<file path="src/ctis_pkg.sv">
// Package for the CAN identifier statistics table.
// Holds table sizing constants, the sequencer state type and the cell control struct.
// No dependencies.
package ctis_pkg;

  // Number of table slots.
  localparam int unsigned TableEntries = 16;

  // Field widths of one transaction.
  localparam int unsigned IdW    = 29;
  localparam int unsigned TimeW  = 32;
  localparam int unsigned CountW = 32;
  localparam int unsigned OutIdxW  = 4;
  localparam int unsigned OutUsedW = 5;

  // Internal widths derived from the table depth.
  localparam int unsigned IdxW  = (TableEntries > 1) ? $clog2(TableEntries) : 1;
  localparam int unsigned UsedW = $clog2(TableEntries + 1);

  // Stream payload widths, padded to whole bytes.
  localparam int unsigned InDataW  = 64;
  localparam int unsigned OutDataW = 48;

  // Sequencer states.
  typedef enum logic [1:0] {
    ST_IDLE,
    ST_CMP,
    ST_UPD
  } ctis_state_e;

  // Control that the sequencer broadcasts to every cell.
  typedef struct packed {
    logic cmp;     // Latch the identifier compare.
    logic upd;     // Refresh the matching slot.
    logic append;  // Write a new identifier into the first free slot.
  } cell_ctl_t;

endpackage

</file>
<file path="src/can_id_stats_table_unit.sv">
// CAN identifier statistics table, top level: sequencer, row of slot cells, result register.
// Flow: the sequencer accepts a transaction, compares it in every cell, then updates the table
// and loads the result register; a new transaction is accepted only after the update step,
// and the update step waits while an earlier result is still not taken.
// Reset: asynchronous, active low; clears the fill count, sequencer and result valid.
// Slot contents are not cleared; slots at or above the fill count are never read.
module can_id_stats_table_unit (
  input  logic                            clk_i,
  input  logic                            rst_ni,
  input  logic                            s_axis_tvalid,
  output logic                            s_axis_tready,
  // Fields from bit 0: can_id[28:0], now_ms[60:29], zero pad.
  input  logic [ctis_pkg::InDataW-1:0]    s_axis_tdata,
  output logic                            m_axis_tvalid,
  input  logic                            m_axis_tready,
  // Fields from bit 0: hit[0], entry_index[4:1], entry_count[36:5], dropped[37],
  // entries_used[42:38], zero pad.
  output logic [ctis_pkg::OutDataW-1:0]   m_axis_tdata
);
  import ctis_pkg::*;

  ctis_state_e state_q, state_d;
  cell_ctl_t   ctl;

  logic [IdW-1:0]   key_id_q;
  logic [TimeW-1:0] now_ms_q;
  logic [UsedW-1:0] used_q, used_d;

  logic [TableEntries-1:0] cell_match;
  logic [CountW-1:0]       cell_count [TableEntries];

  logic              any_hit;
  logic              full;
  logic              out_free;
  logic [IdxW-1:0]   hit_idx;
  logic [CountW-1:0] hit_count;

  logic              m_valid_q;
  logic              r_hit_q, r_drop_q;
  logic [IdxW-1:0]   r_idx_q;
  logic [CountW-1:0] r_count_q;
  logic [UsedW-1:0]  r_used_q;
  logic              r_hit_d, r_drop_d;
  logic [IdxW-1:0]   r_idx_d;
  logic [CountW-1:0] r_count_d;

  // Row of slot cells.
  for (genvar k = 0; k < TableEntries; k++) begin : g_cell
    ctis_cell u_cell (
      .clk_i      (clk_i),
      .rst_ni     (rst_ni),
      .ctl_i      (ctl),
      .slot_idx_i (IdxW'(k)),
      .used_i     (used_q),
      .key_id_i   (key_id_q),
      .now_ms_i   (now_ms_q),
      .match_o    (cell_match[k]),
      .count_o    (cell_count[k])
    );
  end

  // Collect the single matching slot; the table never holds duplicates.
  always_comb begin
    hit_idx   = '0;
    hit_count = '0;
    for (int k = 0; k < TableEntries; k++) begin
      hit_idx   = hit_idx | (cell_match[k] ? IdxW'(k) : '0);
      hit_count = hit_count | cell_count[k];
    end
  end

  assign any_hit  = |cell_match;
  assign full     = used_q == UsedW'(TableEntries);
  assign out_free = !m_valid_q || m_axis_tready;

  // Sequencer: next state and cell control.
  always_comb begin
    state_d    = state_q;
    ctl        = '0;
    unique case (state_q)
      ST_IDLE: begin
        if (s_axis_tvalid) begin
          state_d = ST_CMP;
        end
      end
      ST_CMP: begin
        ctl.cmp = 1'b1;
        state_d = ST_UPD;
      end
      ST_UPD: begin
        if (out_free) begin
          ctl.upd    = 1'b1;
          ctl.append = !any_hit && !full;
          state_d    = ST_IDLE;
        end
      end
      default: state_d = ST_IDLE;
    endcase
  end

  assign s_axis_tready = state_q == ST_IDLE;

  always_ff @(posedge clk_i or negedge rst_ni) begin
    if (!rst_ni) begin
      state_q <= ST_IDLE;
    end else begin
      state_q <= state_d;
    end
  end

  // Input transaction capture.
  always_ff @(posedge clk_i) begin
    if (s_axis_tvalid && s_axis_tready) begin
      key_id_q <= s_axis_tdata[IdW-1:0];
      now_ms_q <= s_axis_tdata[IdW+TimeW-1:IdW];
    end
  end

  // Fill count grows by one on every append.
  assign used_d = ctl.append ? used_q + UsedW'(1) : used_q;

  always_ff @(posedge clk_i or negedge rst_ni) begin
    if (!rst_ni) begin
      used_q <= '0;
    end else begin
      used_q <= used_d;
    end
  end

  // Result fields for hit, append and drop.
  always_comb begin
    r_hit_d   = any_hit;
    r_drop_d  = !any_hit && full;
    r_idx_d   = '0;
    r_count_d = '0;
    if (any_hit) begin
      r_idx_d   = hit_idx;
      r_count_d = hit_count;
    end else if (!full) begin
      r_idx_d   = IdxW'(used_q);
      r_count_d = CountW'(1);
    end
  end

  // Result register decouples the table from the output side.
  always_ff @(posedge clk_i or negedge rst_ni) begin
    if (!rst_ni) begin
      m_valid_q <= 1'b0;
    end else if (ctl.upd) begin
      m_valid_q <= 1'b1;
    end else if (m_axis_tready) begin
      m_valid_q <= 1'b0;
    end
  end

  always_ff @(posedge clk_i) begin
    if (ctl.upd) begin
      r_hit_q   <= r_hit_d;
      r_drop_q  <= r_drop_d;
      r_idx_q   <= r_idx_d;
      r_count_q <= r_count_d;
      r_used_q  <= used_d;
    end
  end

  assign m_axis_tvalid = m_valid_q;
  assign m_axis_tdata  = {
    (OutDataW - (1 + OutIdxW + CountW + 1 + OutUsedW))'(0),
    OutUsedW'(r_used_q),
    r_drop_q,
    r_count_q,
    OutIdxW'(r_idx_q),
    r_hit_q
  };

endmodule

</file>
<file path="src/ctis_cell.sv">
// One slot of the CAN identifier statistics table.
// Stores identifier, count and last-seen time; compares and updates itself.
// Depends on ctis_pkg.
module ctis_cell (
  input  logic                          clk_i,
  input  logic                          rst_ni,
  input  ctis_pkg::cell_ctl_t           ctl_i,
  input  logic [ctis_pkg::IdxW-1:0]     slot_idx_i,
  input  logic [ctis_pkg::UsedW-1:0]    used_i,
  input  logic [ctis_pkg::IdW-1:0]      key_id_i,
  input  logic [ctis_pkg::TimeW-1:0]    now_ms_i,
  output logic                          match_o,
  output logic [ctis_pkg::CountW-1:0]   count_o
);
  import ctis_pkg::*;

  logic [IdW-1:0]    id_q;
  logic [CountW-1:0] count_q;
  logic [TimeW-1:0]  last_seen_q;
  logic              match_q;
  logic              occupied;
  logic              is_free_slot;
  logic [CountW-1:0] count_inc;

  // A slot is in use when its index lies below the fill count.
  assign occupied     = UsedW'(slot_idx_i) < used_i;
  assign is_free_slot = UsedW'(slot_idx_i) == used_i;

  // Saturating increment of the stored count.
  assign count_inc = (count_q == '1) ? count_q : count_q + CountW'(1);

  // Compare result, held until the update phase.
  always_ff @(posedge clk_i or negedge rst_ni) begin
    if (!rst_ni) begin
      match_q <= 1'b0;
    end else if (ctl_i.cmp) begin
      match_q <= occupied && (id_q == key_id_i);
    end
  end

  // Slot contents: refreshed on a hit, written on an append.
  always_ff @(posedge clk_i) begin
    if (ctl_i.upd && match_q) begin
      count_q     <= count_inc;
      last_seen_q <= now_ms_i;
    end else if (ctl_i.append && is_free_slot) begin
      id_q        <= key_id_i;
      count_q     <= CountW'(1);
      last_seen_q <= now_ms_i;
    end
  end

  // Only the matching cell drives a nonzero count toward the collector.
  assign match_o = match_q;
  assign count_o = match_q ? count_inc : '0;

endmodule

</file>
<file path="config.mk">
export PLATFORM = sky130hd
export DESIGN_NAME = can_id_stats_table_unit
export DESIGN_NICKNAME = d
export VERILOG_FILES = /design/src/ctis_pkg.sv /design/src/can_id_stats_table_unit.sv /design/src/ctis_cell.sv
export SDC_FILE = /design/constraint.sdc
export NUM_CORES = 2
export LEC_CHECK = 0
export ABC_CLOCK_PERIOD_IN_PS = 6200
export BUFFER_PORTS_ARGS = -buffer_cell sky130_fd_sc_hd__buf_2
export CAP_MARGIN = 10
export CORE_AREA = 2 2 424 426
export CTS_CLUSTER_DIAMETER = 100
export CTS_CLUSTER_SIZE = 10
export DETAILED_ROUTE_END_ITERATION = 8
export DIE_AREA = 0 0 426 428
export GPL_TIMING_DRIVEN = 1
export PLACE_DENSITY = 0.58
export SLEW_MARGIN = 30
export SYNTH_ARGS = -nofsm -noshare
export SYNTH_HDL_FRONTEND = slang
export SYNTH_SLANG_ARGS = --single-unit
</file>
<file path="constraint.sdc">
create_clock -name clk_i -period 6.2 [get_ports clk_i]
set_input_delay 1.24 -clock clk_i [delete_from_list [all_inputs] [get_ports clk_i]]
set_output_delay 1.24 -clock clk_i [all_outputs]
set_load 0.005 [all_outputs]
</file>
==> flow_summary_export.csv <==
group,metric,value,unit
clocking,cts_buffers,117,
timing,max_freq,217,MHz
setup_path,crit_path_cell_trace,"nand4_1, nor3_1, nor4bb_1, mux2i_1, o22ai_1, a221o_1, nor4_1, o2111ai_1",
clocking,cts_root_buf,"clkbuf_16",
logic_synthesis,synth_area_leaders,"edfxtp_1, xor2_1, xnor2_1, nand4_1, nor2_1",
logic_synthesis,synthMostInstantiatedCell,"edfxtp_1",
finish,finalNetCount,5133,
clocking,post_cts_resized,0,
route,ant_nets,0,
logic_synthesis,synth.distinct_cells,81,
place,dpl.hpwl,141,mm
setup_path,cpPeakStageDelay,0.90,ns
clocking,cts_sinks,1072,
logic_synthesis,avgSynthCellArea,11.4,um^2
clocking,postCtsHoldBufs,0,
grt,grt_usage,21.3,%
route,vias,41800,
timing,tightest_slew,1.24,ns
setup_path,cp_num_buf_inv,0,
finish,drive_gt1_share,8.64,%
setup_path,worst_ep_required_time,6.64,ns
floorplan,pin_count,118,
logic_synthesis,synth-edff-count,1048,
logic_synthesis,seq_area_frac_synth,56.7,%
logic_synthesis,synth_seq_cells,1072,
clocking,postCtsSetupBuffers,0,
route,drc,0,
clocking,h-tree-depth,3,
clocking,tritoncts,"done",
hold_path,hold_class,"in2async",
route,drt_iter0_drc,5624,
logic_synthesis,synth_top_area_share,55.7,%
logic_synthesis,synth_flop_cell,"edfxtp_1",
grt,grt_pass1_wl,284,mm
timing,setup-tns-final,0,ns
grt,antenna_found_initial,11,
setup_path,worstSetupEndpointType,"flop",
setup_path,critPathTopFamily,"simple AND/OR/NAND/NOR gates",
logic_synthesis,synth.largest_area_cell,"edfxtp_1",
timing,setup_violations,0,
clocking,cts_buffer_depth,3,
grt,grt_overflow_total,0,
power,leakagePower,0.0208,uW
place,port_buffers,77,
run_status,status,"finished clean",
logic_synthesis,synthTopCellsByCount,"edfxtp_1, xor2_1, xnor2_1",
route,drt_wl_total,199,mm
place,gp_congestion,1.04,
clocking,clock_latency,0.79,ns
floorplan,rows,155,
clocking,cts.clk_slew.worst_paths,0.06,ns
timing,fin_crit,4.60,ns
timing,rsz0062_at_grt,"false",
finish,area_growth,12.3,%
route,vias_per_cell,5.62,
timing,skew,0.0536,ns
route,firstDrtPassIters,7,
grt,grt_max_degree,65,
timing,timing.hold.ws,0.486,ns
logic_synthesis,netlist_area,0.0565,mm^2
setup_path,critPathLaunchType,"flop",
job,drv_cap,0,
logic_synthesis,postSynth.asyncResetShare,2.24,%
timing,finalHoldViolCount,0,
timing,slew_headroom,17.2,%
setup_path,path_class,"reg2reg",
timing,slew_violations,0,
logic_synthesis,netlist_instances,4942,
setup_path,slowest_stage,"nor4_1",
setup_path,worstPathArrival,5.04,ns
floorplan,die_x,426,um
power,pwr_density_cell,257,mW/mm^2
floorplan,die_h,428,um
timing,fin_crit_sh,74.2,%
floorplan,start_util,31.8,%
route,wl_per_cell,26.8,um
floorplan,dieArea,0.182,mm^2
power,irDropWorstVdd,239,uV
logic_synthesis,yosysWarnings,0,
grt,grt_pass1_vias,38800,
floorplan,core,0.178,mm^2
setup_path,cp_max_fo,7,
-- placed cells by master, fill, tap and decap left out, types with 14 or more instances in the layout --
| cell type | n |
|---|---|
| edfxtp_1 | 1048 |
| xor2_1 | 453 |
| xnor2_1 | 433 |
| nor2_1 | 409 |
| nand2_1 | 329 |
| nand4_1 | 300 |
| nand3_1 | 239 |
| nor2b_1 | 211 |
| nor4_1 | 140 |
| buf_4 | 134 |
| nor3_1 | 133 |
| and3_1 | 122 |
| clkbuf_16 | 117 |
| and4_1 | 80 |
| buf_2 | 77 |
| o21ai_0 | 67 |
| inv_1 | 59 |
| and2_1 | 53 |
| a21oi_1 | 49 |
| a31oi_1 | 39 |
| a22oi_1 | 31 |
| or2_2 | 31 |
| a211oi_1 | 27 |
| clkbuf_1 | 27 |
| o2111ai_1 | 24 |
| dfrtp_1 | 24 |
| or3_1 | 23 |
| o211ai_1 | 22 |
| o22ai_1 | 22 |
| ha_1 | 19 |
| nand2b_1 | 17 |
| or4_1 | 17 |
| a222oi_1 | 17 |
| mux2i_1 | 17 |
| nor4b_1 | 16 |
| a2111oi_0 | 16 |
| nor2_2 | 15 |
| a221oi_1 | 14 |
-- path summary, 6_finish.rpt --
check | from | to | slack [ns] | depth (start not counted)
setup / recovery | g_cell[3].u_cell.count_q[4] | r_count_q[31] | 1.60 | 8
hold / removal | rst_ni | m_axis_tvalid | 0.49 | 1
setup reg to reg | g_cell[3].u_cell.count_q[4] | r_count_q[31] | 1.60 | 8
hold reg to reg | g_cell[5].u_cell.id_q[2] | g_cell[5].u_cell.match_o | 0.57 | 3
max in group asynchronous | rst_ni | g_cell[11].u_cell.match_o | 5.28 | 1
min in group clk_i | g_cell[5].u_cell.id_q[2] | g_cell[5].u_cell.match_o | 0.57 | 3
-- registers in the layout, indices dropped and copies added (netlist names) --
| name | count |
|---|---|
| r_used_q | 5 |
| g_cell.u_cell.count_q | 512 |
| key_id_q | 29 |
| r_idx_q | 4 |
| g_cell.u_cell.match_o | 16 |
| r_drop_q | 1 |
| r_hit_q | 1 |
| r_count_q | 32 |
| g_cell.u_cell.id_q | 464 |
| used_q | 5 |
| m_axis_tvalid | 1 |
| state_q | 2 |
-- power breakdown --
part	leakage, uW	switching [uW]	internal, uW
Clock	0.00153	2900	3380
Sequential	0.00879	175	8160
Combinational	0.0105	1240	480
Total	0.0208	4320	12000
-- cells by family after synthesis --
| logic type | synth area share, % |
|---|---|
| other | 0.00663 |
| AO/OA/AOI/OAI | 5.92 |
| adder cells (fa/ha/maj) | 0.421 |
| buffers and inverters | 2.07 |
| XOR/XNOR | 13.7 |
| flip-flops | 56.7 |
| AND/OR/NAND/NOR | 20.6 |
| multiplexers | 0.460 |
-- cell type report --
type                       count  area, um^2
fill                       17500      114000
multi-input combinational   3575       23500
clock buffer                 144        3030
tap                         2355        2950
antenna                        4        10.0
sequential                  1072       32100
timing repair buffer         218        1530
clock inverter                 9         146
inverter                      62         235
-- per-layer routing --
metal  wire, um  GRT usage, %  up-vias
met5         51             0        -
met4      12300          11.2        6
met3      17200          3.84      364
met2      87900          32.2     2095
met1      82000          29.1    20700
li1           -             -    18600
-- stage by stage --
| step | setup slack (ns) | cell area, um^2 | util (%) | std cells | total power, uW |
|---|---|---|---|---|---|
| 2_1_floorplan | 1.28 | 56500 | - | 4946 | 9370 |
| 3_3_place_gp | 1.82 | 60200 | 33.9 | 7279 | 10200 |
| 3_5_place_dp | 1.82 | 60300 | 33.9 | 7281 | 10200 |
| 4_1_cts | 1.79 | 63400 | 35.7 | 7434 | 16500 |
| 5_1_grt | 1.66 | 63500 | 35.7 | 7436 | 16800 |
| 6_report | 1.60 | 63500 | 35.7 | 7439 | 16300 |
No activity file was read; power rests on OpenSTA's default activity.
